File: config.mk
export PLATFORM = sky130hd
export DESIGN_NAME = bchf_ctrl
export DESIGN_NICKNAME = d
export VERILOG_FILES = /design/src/rtl/core/bchf_pkg.sv /design/src/rtl/core/bchf_ctrl.sv
export SDC_FILE = /design/constraint.sdc
export NUM_CORES = 1
export LEC_CHECK = 0
export BUFFER_PORTS_ARGS = -buffer_cell sky130_fd_sc_hd__buf_4
export CAP_MARGIN = 25
export CELL_PAD_IN_SITES_DETAIL_PLACEMENT = 0
export CELL_PAD_IN_SITES_GLOBAL_PLACEMENT = 1
export CORE_ASPECT_RATIO = 1.5
export CORE_MARGIN = 2
export CORE_UTILIZATION = 35
export CTS_BUF_LIST = sky130_fd_sc_hd__clkbuf_4 sky130_fd_sc_hd__clkbuf_8
export DETAILED_ROUTE_END_ITERATION = 10
export PLACE_DENSITY_LB_ADDON = 0.1
export SLEW_MARGIN = 15
export SYNTH_ARGS = -nofsm -noshare
export SYNTH_HDL_FRONTEND = slang
export SYNTH_SLANG_ARGS = --single-unit
File: constraint.sdc
create_clock -name clk -period 2.3 [get_ports clk]
set_input_delay 0.115 -clock clk [delete_from_list [all_inputs] [get_ports clk]]
set_output_delay 0.115 -clock clk [all_outputs]
set_load 0.005 [all_outputs]
File: src/rtl/core/bchf_pkg.sv
// ----------------------------------------------------------------------------
// bchf_pkg
// Shared constants, register indexes and controller/datapath interface types.
// ----------------------------------------------------------------------------
`default_nettype none

package bchf_pkg;

  localparam int VALUE_W   = 16;
  localparam int DIM_W     = 9;
  localparam int CFG_IDX_W = 2;

  localparam logic [CFG_IDX_W-1:0] REG_FOREGROUND = 2'd0;
  localparam logic [CFG_IDX_W-1:0] REG_BACKGROUND = 2'd1;
  localparam logic [CFG_IDX_W-1:0] REG_WIDTH      = 2'd2;
  localparam logic [CFG_IDX_W-1:0] REG_HEIGHT     = 2'd3;

  localparam logic FUNC_LOAD  = 1'b0;
  localparam logic FUNC_FETCH = 1'b1;

  localparam logic [VALUE_W-1:0] FOREGROUND_RST = 16'd1;
  localparam logic [VALUE_W-1:0] BACKGROUND_RST = 16'd0;
  localparam logic [DIM_W-1:0]   WIDTH_RST      = 9'd256;
  localparam logic [DIM_W-1:0]   HEIGHT_RST     = 9'd256;

  typedef struct packed {
    logic load;        // store a loaded pixel, clear its reached bit
    logic from_zero;   // load restarts the slice at pixel 0
    logic fetch;       // read result at drain position, capture last flag
    logic pos_adv;
    logic pos_clr;
    logic flood_init;  // reset seed walk and stack
    logic vis_rd;      // read store at visit coordinate
    logic vis_ck;      // test read data, mark and push on a hit
    logic vis_nb;      // visit coordinate is a neighbor, not a seed
    logic seed_adv;
    logic pop;
    logic nb_clr;
    logic nb_adv;
    logic resp;        // register a drained result
    logic resp_nr;     // register a not-ready result
  } bchf_cmd_t;

  typedef struct packed {
    logic pos_last;
    logic one_pixel;
    logic seed_last;
    logic nb_ok;
    logic nb_last;
    logic stack_empty;
    logic dim_wr;
  } bchf_stat_t;

endpackage

`default_nettype wire

File: src/rtl/core/bchf_ctrl.sv
// ----------------------------------------------------------------------------
// bchf_ctrl
// Sequencer for load, flood (seed walk and stack walk) and drain.
// ----------------------------------------------------------------------------
`default_nettype none

module bchf_ctrl (
  input  logic                  clk,
  input  logic                  rst_n,
  input  logic                  start,
  input  logic                  in_func,
  input  bchf_pkg::bchf_stat_t  stat,
  output bchf_pkg::bchf_cmd_t   cmd,
  output logic                  busy
);
  import bchf_pkg::*;

  typedef enum logic [7:0] {
    S_LOAD    = 8'b0000_0001,
    S_DRAIN   = 8'b0000_0010,
    S_RESP_L  = 8'b0000_0100,
    S_RESP_D  = 8'b0000_1000,
    S_SEED_RD = 8'b0001_0000,
    S_SEED_CK = 8'b0010_0000,
    S_POP     = 8'b0100_0000,
    S_NB_RD   = 8'b1000_0000
  } ctrl_state_t;

  ctrl_state_t state_r;
  ctrl_state_t state_nxt;
  logic        accept;

  assign busy   = (state_r != S_LOAD) && (state_r != S_DRAIN);
  assign accept = start && !busy;

  always_comb begin
    cmd       = '0;
    state_nxt = state_r;
    unique case (state_r)
      S_LOAD: begin
        if (accept) begin
          if (in_func == FUNC_FETCH) begin
            cmd.resp_nr = 1'b1;
          end else begin
            cmd.load = 1'b1;
            if (stat.pos_last) begin
              cmd.pos_clr    = 1'b1;
              cmd.flood_init = 1'b1;
              state_nxt      = S_SEED_RD;
            end else begin
              cmd.pos_adv = 1'b1;
            end
          end
        end
      end
      S_DRAIN: begin
        priority if (accept && in_func == FUNC_FETCH) begin
          cmd.fetch = 1'b1;
          if (stat.pos_last) begin
            cmd.pos_clr = 1'b1;
            state_nxt   = S_RESP_L;
          end else begin
            cmd.pos_adv = 1'b1;
            state_nxt   = S_RESP_D;
          end
        end else if (accept) begin
          // abandon the pending slice, this beat is pixel 0 of a new one
          cmd.load      = 1'b1;
          cmd.from_zero = 1'b1;
          if (stat.one_pixel) begin
            cmd.pos_clr    = 1'b1;
            cmd.flood_init = 1'b1;
            state_nxt      = S_SEED_RD;
          end else begin
            cmd.pos_adv = 1'b1;
            state_nxt   = S_LOAD;
          end
        end else if (stat.dim_wr) begin
          state_nxt = S_LOAD;
        end else begin
          state_nxt = S_DRAIN;
        end
      end
      S_RESP_L: begin
        cmd.resp  = 1'b1;
        state_nxt = S_LOAD;
      end
      S_RESP_D: begin
        cmd.resp  = 1'b1;
        state_nxt = S_DRAIN;
      end
      S_SEED_RD: begin
        cmd.vis_rd = 1'b1;
        state_nxt  = S_SEED_CK;
      end
      S_SEED_CK: begin
        cmd.vis_ck = 1'b1;
        if (stat.seed_last) begin
          state_nxt = S_POP;
        end else begin
          cmd.seed_adv = 1'b1;
          state_nxt    = S_SEED_RD;
        end
      end
      S_POP: begin
        if (stat.stack_empty) begin
          state_nxt = S_DRAIN;
        end else begin
          cmd.pop    = 1'b1;
          cmd.nb_clr = 1'b1;
          state_nxt  = S_NB_RD;
        end
      end
      S_NB_RD: begin
        cmd.vis_nb = 1'b1;
        if (stat.nb_ok) begin
          cmd.vis_rd = 1'b1;
          state_nxt  = S_SEED_CK;
        end else if (stat.nb_last) begin
          state_nxt = S_POP;
        end else begin
          cmd.nb_adv = 1'b1;
        end
      end
      default: begin
        state_nxt = S_LOAD;
      end
    endcase
    // neighbor check shares the check state with the seed walk
    if (state_r == S_SEED_CK && nb_phase_r) begin
      cmd          = '0;
      cmd.vis_nb   = 1'b1;
      cmd.vis_ck   = 1'b1;
      if (stat.nb_last) begin
        state_nxt = S_POP;
      end else begin
        cmd.nb_adv = 1'b1;
        state_nxt  = S_NB_RD;
      end
    end
  end

  // set while the check state serves the stack walk rather than the seed walk
  logic nb_phase_r;
  logic nb_phase_nxt;

  always_comb begin
    nb_phase_nxt = nb_phase_r;
    priority if (cmd.flood_init) begin
      nb_phase_nxt = 1'b0;
    end else if (state_r == S_POP) begin
      nb_phase_nxt = 1'b1;
    end else begin
      nb_phase_nxt = nb_phase_r;
    end
  end

  always_ff @(posedge clk) begin
    if (!rst_n) begin
      state_r    <= S_LOAD;
      nb_phase_r <= 1'b0;
    end else begin
      state_r    <= state_nxt;
      nb_phase_r <= nb_phase_nxt;
    end
  end

endmodule

`default_nettype wire

# After elaboration in Yosys (flattened, before gate mapping)
# Index checks and enable logic that the tools add are counted.
op_classes:
  eq_ne: 14
  n_reduce_logical: 8
  n_bitwise: 1
  mux: 49
op_table:
  columns: ["cell", "n"]
  rows:
  - ["$mux 8", 10]
  - ["$pmux 8 s7", 1]
  - ["$mux 1", 19]
  - ["$mux 2", 9]
  - ["$mux 15", 1]
  - ["$mux 3", 3]
  - ["$ne 3x3->1 const B", 3]
  - ["$eq 8x1->1 const B", 1]
  - ["$eq 8x2->1 const B", 1]
  - ["$eq 8x3->1 const B", 1]
  - ["$eq 8x4->1 const B", 1]
  - ["$eq 8x5->1 const B", 1]
  - ["$eq 8x6->1 const B", 1]
  - ["$eq 8x7->1 const B", 1]
  - ["$eq 8x8->1 const B", 1]
  - ["$ne 8x1->1 const B", 1]
  - ["$ne 8x2->1 const B", 1]
  - ["$mux 7", 1]
  - ["$pmux 3 s2", 1]
  - ["$mux 5", 1]
  - ["$logic_and 1x1->1", 4]
  - ["$mux 4", 1]
  - ["$ne 4x4->1 const B", 1]
  - ["$pmux 1 s2", 2]
  - ["other kinds (4)", 5]
word_totals:
  register_bits: 9
  input_bits: 11
  word_cells: 74
  output_inout_bits: 16

# Depth between registers and ports, before layout
# Gate-level depths: netlist of run 1.
logic_depth:
  depth_word: 9
  ltp_mapped: 6

# Worst setup path before layout of run 1
# Ideal clock, no wire load.
synth_path:
  path_type: "reg-to-reg"
  start: "reg state_r[2]"
  end: "reg state_r[0]"
  required_time_ns: 2.174
  path_stages_with_launch: 7
  synth_period_minus_slack_ns: 1.844
  path_slack_ns: 0.456
  arrival_ns: 1.718
  cell_sequence: "dfxtp_1 buf_6 or4_1 buf_2 or4_1 a31oi_1 o21ai_0"
synth_between:
  elab_chain_len: 8
  elab_cells_between_ends: 23
  classes_between: "eq/ne (13); mux (4); reduce/logical (6)"
synth_rtl:
  columns: ["item", "line_no", "source"]
  rows:
  - ["start, declared", "bchf_ctrl.sv:29", "ctrl_state_t state_r;"]
  - ["start signal, assigned", "bchf_ctrl.sv:163", "state_r <= state_nxt;"]
  - ["$ne 8x1->1 or $ne 8x2->1 (tied branches)", "bchf_ctrl.sv:33", "assign busy = (state_r != S_LOAD) && (state_r != S_DRAIN);"]
  - ["$logic_and 1x1->1", "bchf_ctrl.sv:33", null]
  - ["$logic_not 1->1", "bchf_ctrl.sv:34", "assign accept = start && !busy;"]
  - ["$logic_and 1x1->1", "bchf_ctrl.sv:34", null]
  - ["$mux 8 or $logic_and 1x1->1 (tied branches)", "bchf_ctrl.sv:66, bchf_ctrl.sv:57", null]
  - ["$mux 8", "bchf_ctrl.sv:57", "priority if (accept && in_func == FUNC_FETCH) begin"]
  - ["$pmux 8 s7", "bchf_ctrl.sv:39", "unique case (state_r)"]
  - ["$mux 8", "bchf_ctrl.sv:130", "if (state_r == S_SEED_CK && nb_phase_r) begin"]
# Several ways; a longest one is shown, not always the timed one.
# A chain may end at the register's enable or synchronous reset.

==> results.toml, run 1 <==
[routing]
firstDrtPassIters = 4
drt-total-wl_um = 2120
route.detailed.drc = 0
avgRoutedWirePerCell_um = 14.4
vias = 849
vias_per_cell = 5.78
drtIter0Drc = 36
ant_nets = 0

[clock_tree]
holdBufCountCts = 0
htree_levels = 1
clock-sinks = 9
cts_tree = "built"
cts_inserted_buffers = 3
clk_latency_ps = 270
clk_path_buf_depth = 2
clock-root-buffer = "clkbuf_4"
clkTransAtPathRegs_ps = 70
post_cts_resized = 0
post_cts_buffers = 0

[layout]
insertedDiodeCount = 0
utilization = 0.491
final_nets = 137
drive_gt1_frac = 0.304
regArea_sq_um = 180
area_growth_pct = 33.1
multi_input_area_sq_um = 499
final_cells = 147
fillers = 219
stdcell_area_sq_um = 982

[die]
core_area_sq_um = 2000
die_area_sq_um = 2500
row_count = 20
die_w_um = 41.5
die_y_um = 60.2
ioPinCount = 27
start_util = 0.369

[grt]
grt_max_degree = 11
grt_pass1_wl_um = 3320
antenna_found_initial = 0
grt-ovfl-total = 0
grt_usage = 0.175
grt_pass1_vias = 768

[power_and_ir_drop]
p_leak_nw = 0.435
ir_worst_vdd_v = 0.000235
p_comb_frac = 0.430
power.total_uw = 556
power_density_nw_per_um2 = 566
switchingPower_uw = 201
pwr-share-seq = 0.339
clkPwrFrac = 0.231
switching_share = 0.361
p_int_uw = 355

[run_status]
outcome = "complete, no violations"

[synthesis]
synth_top_cell_area_share = 0.244
postSynthNetCount = 108
synth-edff-count = 0
synth_cell_types = 41
synth-main-ff-cell = "dfxtp_1"
yosys_warnings = 0
synth_area_leaders = "dfxtp_1 24%, nor2_1 6.6%, nor4_1 5.1%"
yosysSeqAreaShare = 0.244
syn_area_sq_um = 738
synthCells = 97
syn_area_per_cell_sq_um = 7.61
yosysTopAreaCell = "dfxtp_1"
synth-seq-cells = 9
synthArstFlopShare = 0

[hold_path]
min_path_cells = 2
hp-class = "in -> reg"

[timing]
setup_viol = 0
max_freq_mhz = 458
slew_violations = 0
finalHoldViolCount = 0
clock_skew_ps = 8.68
min_period_over_period = 0.950
finalCriticalPeriod_ps = 2180
tns_ps = 0
fin_hold_ws_ps = 69.8
timing.final.ws_setup_ps = 115
max-slew-margin-rel = 0.677
rsz0062_at_grt = "true"
worst_slew_pin_slew_ps = 480

[placement]
place_inst = 143
post-place-ws_ps = 248
gp_congestion = 0.803
dp_hpwl_um = 1680
numPortBuffers = 26
place_area_sq_um = 955

[worst_setup_path]
worst-r2r-cell-count = 4
crit_fanout = 8
crit_path_end_kind = "primary output"
crit_required_ps = 2180
crit_arrival_ps = 2070
path_class = "reg -> out"
start_kind = "flop"

[run]
cap_viol_max_count = 0
[worst max-delay path: stages (launching register included)]
cell and delay [ps]:
dfxtp_1 380, or4_1 620, nor4_1 460, nand2b_1 140
inv_1 90, buf_4 110
[cell type report]
class	instances	share of cell area
clock buffers	3	0.0229
clock inverters	1	0.00510
inverters	6	0.0229
multi-input cells	76	0.508
flip-flops and latches	9	0.183
well taps	22	0.0280
repair buffers	30	0.229
[cell families after synthesis]
logic type,Yosys count,share of synthesized area
xor+xnor,3,0.0356
buf+inv,12,0.0797
flops,9,0.244
compound gates,23,0.234
mux,3,0.0441
simple gates,47,0.363
[power by group through the flow]
stage                     registers [mW]  logic, mW  clock network [mW]
after floorplan                    0.192      0.134                   0
after global placement             0.191      0.237                   0
after detailed placement           0.191      0.238                   0
after CTS                          0.187      0.239               0.131
after global routing               0.189      0.265               0.141
final                              0.188      0.239               0.129
[layout by cell type (no fill, tap or decap), types with 2 or more instances in the layout]
cell type   n
xnor2_1     2
or4_1       3
buf_4      30
and3_1      3
a32oi_1     3
nand2b_1    5
nand3_1     2
o21ai_0     5
nand2_1     2
a32o_1      2
nor2b_1     2
nor4_1      6
a21oi_1     2
nor3_1      2
clkbuf_4    3
dfxtp_1     9
mux2_2      2
inv_1       6
nor2_1     13
nand3b_1    2
and2_1      2
[state kept, by name (all words and copies together) (netlist names)]
| name | cells |
|---|---|
| state_r | 8 |
| nb_phase_r | 1 |
[worst paths after layout]
kind / start / end / slack (ps)
hold / removal: stat[6] / state_r[3]$_SDFFE_PN0P_ / 70
hold reg to reg: nb_phase_r$_SDFFE_PP0N_ / nb_phase_r$_SDFFE_PP0N_ / 640
setup reg to reg: state_r[6]$_SDFFE_PN0P_ / state_r[0]$_SDFFE_PN1P_ / 230
setup / recovery: state_r[1]$_SDFFE_PN0P_ / cmd[3] / 120
[layer usage]
layer | vias up | track usage | routed length (um)
met5 | - | 0 | 0
met4 | 0 | 0.111 | 34
met2 | 23 | 0.337 | 1180
li1 | 427 | - | -
met1 | 395 | 0.170 | 802
met3 | 4 | 0.0302 | 100
[synth_stat cells, types with 2 or more instances]
cell,n
and3_1,3
mux2_2,2
or4_1,3
and2_1,2
nor4_1,6
buf_2,2
nand2b_1,5
nand2_1,2
nor2b_1,2
nand3_1,2
nor2_1,13
a32o_1,2
o21ai_0,5
inv_1,6
clkbuf_1,2
nand3b_1,2
a32oi_1,3
dfxtp_1,9
a21oi_1,2
xnor2_1,2
nor3_1,2
No activity file was read; power rests on OpenSTA's default activity.
==> inputs of run 2 (changes only) <==
--- a/config.mk
+++ b/config.mk
@@ -11,7 +11,7 @@
 export CELL_PAD_IN_SITES_GLOBAL_PLACEMENT = 1
 export CORE_ASPECT_RATIO = 1.5
 export CORE_MARGIN = 2
-export CORE_UTILIZATION = 35
+export CORE_UTILIZATION = 36
 export CTS_BUF_LIST = sky130_fd_sc_hd__clkbuf_4 sky130_fd_sc_hd__clkbuf_8
 export DETAILED_ROUTE_END_ITERATION = 10
 export PLACE_DENSITY_LB_ADDON = 0.1
==> constraint.sdc (replaced) <==
create_clock -name clk -period 2.8 [get_ports clk]
set_input_delay 0.14 -clock clk [delete_from_list [all_inputs] [get_ports clk]]
set_output_delay 0.14 -clock clk [all_outputs]
set_load 0.005 [all_outputs]
==> run 2 against run 1 <==
  * Design area fell by 1.5%
  * Via count down 1.9%
  * Power shrank 20%
  * Largest power group unchanged
  * Critical path depth fell by 1
  * Worst hold slack improved by 30 ps
==> results.toml, run 2 (synthesis gave the netlist of run 1 again) <==
[run_status]
outcome = "complete, no violations"

[worst_setup_path]
start_kind = "flop"
crit_fanout = 8
r2r_start = "state_r[6]$_SDFFE_PN0P_"
r2r_slack_ps = 840
crit_arrival_ps = 2140
crit_path_end_kind = "primary output"
crit_required_ps = 2660
worst-r2r-cell-count = 4
path_class = "reg -> out"
worstReg2RegEnd = "state_r[4]$_SDFFE_PN0P_"

[layout]
fillers = 212
final_common_cell = "buf_4"
top_regs = "state_r (8), nb_phase_r (1)"
insertedDiodeCount = 0
drive_gt1_frac = 0.293
largest_reg_flops = 8
area_growth_pct = 31.0
final_nets = 135
top_register = "state_r"
final_cell_mix = "28 x buf_4, 13 x nor2_1, 9 x dfxtp_1, 6 x inv_1, 6 x nor4_1"

[grt]
antenna_found_initial = 0
grt_use_met1 = 0.195
grt_usage = 0.192
use_met2 = 0.335
grt_max_degree = 11
met3_usage = 0.0226
busiest_layer = "met2"
grt_pass1_wl_um = 3130
grt_pass1_vias = 741
grt-ovfl-total = 0

[timing]
clock_skew_ps = 6.78
max-slew-margin-rel = 0.628
slew_violations = 0
worst_slew_pin_slew_ps = 553
finalCriticalPeriod_ps = 2280
min_period_over_period = 0.815
finalHoldViolCount = 0
setup_viol = 0
tns_ps = 0
timing.final.ws_setup_ps = 518
rsz0062_at_grt = "false"
max_freq_mhz = 438

[clock_tree]
clk_latency_ps = 270
post_cts_buffers = 0
clkTransAtPathRegs_ps = 70
clock-sinks = 9
cts_inserted_buffers = 3
clk_path_buf_depth = 2
cts_tree = "built"
htree_levels = 1
post_cts_resized = 0
clock-root-buffer = "clkbuf_4"
holdBufCountCts = 0

[die]
ioPinCount = 27
row_count = 20
die_y_um = 59.5
core_area_sq_um = 1980
start_util = 0.373
die_w_um = 41.0
die_area_sq_um = 2440

[routing]
firstDrtPassIters = 4
drtIter0Drc = 12
ant_nets = 0
drt-total-wl_um = 2030
avgRoutedWirePerCell_um = 14.0
route.detailed.drc = 0
vias_per_cell = 5.74
vias = 833

[hold_path]
hp-class = "in -> reg"
min_path_cells = 2
min_from = "stat[6]"
min_to = "state_r[3]$_SDFFE_PN0P_"

[placement]
numPortBuffers = 26
dp_hpwl_um = 1640
post-place-ws_ps = 770
gp_congestion = 0.728

[run]
cap_viol_max_count = 0

[power_and_ir_drop]
power_density_nw_per_um2 = 461
p_leak_nw = 0.426
ir_worst_vdd_v = 0.000191
-- run 2: power breakdown --
group	internal, mW	switching [mW]
registers	0.140	0.0231
clock network	0.0529	0.0516
logic	0.0919	0.0862
total	0.285	0.161
-- run 2: cell type report --
type,count,area [sq um],area share
Timing Repair Buffer,28,210,0.217
Inverter,6,22.5,0.0233
Multi-Input combinational cell,76,499,0.516
Tap cell,22,27.5,0.0285
Clock buffer,3,22.5,0.0233
Sequential cell,9,180,0.186
Clock inverter,1,5.00,0.00517
-- run 2: per-stage QoR --
stage / cell area, sq um / std cells / hold slack [ps] / power [mW] / utilization
3_5_place_dp: 940 / 141 / 386 / 0.342 / 0.475
5_1_grt: 967 / 145 / 91.4 / 0.486 / 0.489
6_report: 967 / 145 / 99.7 / 0.446 / 0.489
3_3_place_gp: 940 / 141 / 383 / 0.344 / 0.475
2_1_floorplan: 738 / 97 / 219 / 0.268 / -
4_1_cts: 967 / 145 / 98.8 / 0.447 / 0.489
-- run 2: worst max-delay path by stage --
stage,startpoint,to,slack [ps],cells past startpoint
finish,state_r[0]$_SDFFE_PN1P_,cmd[8],520,4
global route,state_r[0]$_SDFFE_PN1P_,cmd[2],340,5
CTS,state_r[0]$_SDFFE_PN1P_,cmd[8],480,4
detailed placement,state_r[0]$_SDFFE_PN1P_,cmd[8],770,4
global placement,state_r[0]$_SDFFE_PN1P_,cmd[3],790,5
floorplan,state_r[2]$_SDFFE_PN0P_,state_r[0]$_SDFFE_PN1P_,960,6
-- run 2: critical path, stage by stage, from the launching register on --
cell and delay [ps]:
dfxtp_1 380, or4_1 640, nor4_2 520, a32o_1 220, buf_4 110
-- run 2: per-layer routing --
| metal | vias to the layer above | routed length (um) |
|---|---|---|
| met5 | - | 0 |
| met4 | 0 | 53 |
| met3 | 4 | 72 |
| met2 | 23 | 1120 |
| met1 | 385 | 789 |
| li1 | 421 | - |
==> inputs of run 3 (changes only) <==
--- a/config.mk
+++ b/config.mk
@@ -5,13 +5,14 @@
 export SDC_FILE = /design/constraint.sdc
 export NUM_CORES = 1
 export LEC_CHECK = 0
+export ABC_AREA = 1
 export BUFFER_PORTS_ARGS = -buffer_cell sky130_fd_sc_hd__buf_4
 export CAP_MARGIN = 25
 export CELL_PAD_IN_SITES_DETAIL_PLACEMENT = 0
 export CELL_PAD_IN_SITES_GLOBAL_PLACEMENT = 1
 export CORE_ASPECT_RATIO = 1.5
 export CORE_MARGIN = 2
-export CORE_UTILIZATION = 36
+export CORE_UTILIZATION = 29
 export CTS_BUF_LIST = sky130_fd_sc_hd__clkbuf_4 sky130_fd_sc_hd__clkbuf_8
 export DETAILED_ROUTE_END_ITERATION = 10
 export PLACE_DENSITY_LB_ADDON = 0.1
==> constraint.sdc (replaced) <==
create_clock -name clk -period 1.8 [get_ports clk]
set_input_delay 0.09 -clock clk [delete_from_list [all_inputs] [get_ports clk]]
set_output_delay 0.09 -clock clk [all_outputs]
set_load 0.005 [all_outputs]
==> run 3 against run 2 <==
  * Power rose by 54%
  * Design area is 1.3% higher
  * Worst setup slack got worse by 310 ps
  * Wire length fell by 7.1%
  * Worst hold slack lost 62 ps
  * Via count down 0.24%
  * Clock power increased by 60%
  * Combinational power rose by 67%
  * Register-to-register slack got worse by 320 ps
  * Die area rose by 21%
  * Synthesized cell count grew 31%
  * Sequential cell count is the same
  * Largest cell class unchanged
==> results.toml, run 3 <==
[die]
die_y_um = 65.5
row_count = 22
start_util = 0.302
core_area_sq_um = 2420
ioPinCount = 27
die_w_um = 45.0
die_area_sq_um = 2950

[layout]
final_nets = 168
largest_reg_flops = 8
final_cells = 180
fillers = 273
drive_gt1_frac = 0.314
multi_input_area_sq_um = 454
stdcell_area_sq_um = 980
regArea_sq_um = 180
final_common_cell = "nand2_1"
area_growth_pct = 33.8
top_regs = "state_r (8), nb_phase_r (1)"
insertedDiodeCount = 0
final_cell_mix = "29 x nand2_1, 26 x buf_4, 22 x inv_1, 20 x nor2_1, 18 x nand3_1"
top_register = "state_r"

[routing]
drt-total-wl_um = 1890
drtIter0Drc = 35
firstDrtPassIters = 4
route.detailed.drc = 0
vias_per_cell = 4.62
ant_nets = 0
vias = 831
avgRoutedWirePerCell_um = 10.5

[power_and_ir_drop]
power_density_nw_per_um2 = 701
p_leak_nw = 0.545
ir_worst_vdd_v = 0.000254

[grt]
grt_use_met1 = 0.176
grt_usage = 0.145
grt-ovfl-total = 0
grt_max_degree = 8
met3_usage = 0.0302
grt_pass1_wl_um = 3200
use_met2 = 0.229
busiest_layer = "met2"
antenna_found_initial = 0
grt_pass1_vias = 797

[timing]
fin_hold_ws_ps = 38.0
tns_ps = 0
finalHoldViolCount = 0
rsz0062_at_grt = "false"
max-slew-margin-rel = 0.813
worst_slew_pin_slew_ps = 279
min_period_over_period = 0.885
clock_skew_ps = 7.33
finalCriticalPeriod_ps = 1590
timing.final.ws_setup_ps = 207
slew_violations = 0
max_freq_mhz = 628
setup_viol = 0

[synthesis]
synth-seq-cells = 9
syn_area_sq_um = 732
synth-edff-count = 0
yosysTopAreaCell = "dfxtp_1"
synthCells = 127
synth_common_cells = "29 x nand2_1, 22 x inv_1, 20 x nor2_1"
syn_area_per_cell_sq_um = 5.76
synth.most_common_cell = "nand2_1"
synth-main-ff-cell = "dfxtp_1"
synthArstFlopShare = 0
postSynthNetCount = 138
synth_top_cell_area_share = 0.246
yosysSeqAreaShare = 0.246
synth_area_leaders = "dfxtp_1 25%, nand2_1 15%, nand3_1 12%"
yosys_warnings = 0
synth_cell_types = 17

[clock_tree]
clk_path_buf_depth = 2
clkTransAtPathRegs_ps = 60
clock-root-buffer = "clkbuf_4"
clock-sinks = 9
post_cts_resized = 0
holdBufCountCts = 0
cts_tree = "built"
clk_latency_ps = 260
post_cts_buffers = 0
htree_levels = 1
cts_inserted_buffers = 3

[worst_setup_path]
max_stage_delay_ps = 330
start_kind = "flop"
crit_required_ps = 1710
crit_fanout = 4
crit_path_end_kind = "primary output"
cp_top_family = "simple AND/OR/NAND/NOR gates"
path_class = "reg -> out"
cp_common_cell = "nand2_2"
crit_arrival_ps = 1500
path_buf_inv = 4
crit_chain = "inv_1, nand2_2, nor2_4, nand2_2, inv_2, nand2_2, o21ai_2, inv_2, nand2_1, buf_4"
crit_path_top_delay_cell = "dfxtp_1"

[run]
cap_viol_max_count = 0

[placement]
dp_hpwl_um = 1630
numPortBuffers = 26
gp_congestion = 0.821
place_inst = 176
post-place-ws_ps = 477
place_area_sq_um = 950

[hold_path]
hp-class = "in -> reg"

[run_status]
outcome = "complete, no violations"
-- run 3: cell types whose count changed in the layout (fill, tap and decap cells not counted), moves of 5 or more --
cell / change
nand2b_1: -5
nor2_1: +7
inv_1: +16
nand3_1: +16
nor2_2: +5
nand2_2: +7
nor4_1: -6
nand2_1: +27
-- run 3: kinds of logic (layout without fill, tap and decap cells) --
logic type             count (synthesis)  count (layout)  synth area share
AOI/OAI and AO/OA                      9               9            0.0735
buffers and inverters                 25              54             0.133
DFF                                    9               9             0.246
and+or+nand+nor                       84              84             0.547
-- run 3: per-layer routing --
layer  wire [um]  share of wire
met1         825           0.44
met2         929           0.49
met3         103          0.055
met4          27          0.014
met5           0              0
-- run 3: per-stage QoR --
step                 util  total power [mW]
detailed placement  0.392             0.526
CTS                 0.404             0.694
finish              0.404             0.686
global route        0.404             0.742
floorplan               -             0.421
global placement    0.392             0.529
-- run 3: area by class of cell --
cell class | count | area share
Timing Repair Buffer | 26 | 0.199
Multi-Input combinational cell | 93 | 0.464
Inverter | 24 | 0.0920
Sequential cell | 9 | 0.184
Clock buffer | 4 | 0.0307
Tap cell | 24 | 0.0307
-- run 3: final timing paths --
kind | startpoint | to | slack [ps] | cells after the start
hold reg to reg | nb_phase_r$_SDFFE_PP0N_ | nb_phase_r$_SDFFE_PP0N_ | 600 | 2
hold / removal | rst_n | state_r[7]$_SDFFE_PN0P_ | 40 | 3
setup reg to reg | state_r[4]$_SDFFE_PN0P_ | state_r[6]$_SDFFE_PN0P_ | 520 | 8
setup / recovery | state_r[7]$_SDFFE_PN0P_ | cmd[10] | 210 | 10
-- run 3: tightest hold or removal path: stages --
cell     delay [ps]
buf_4            90
nand2_1          50
inv_1            40
-- run 3: where the power goes --
group          switching, mW  internal (mW)
combinational          0.182          0.116
clock                 0.0657          0.100
sequential            0.0101          0.213
total                  0.258          0.428
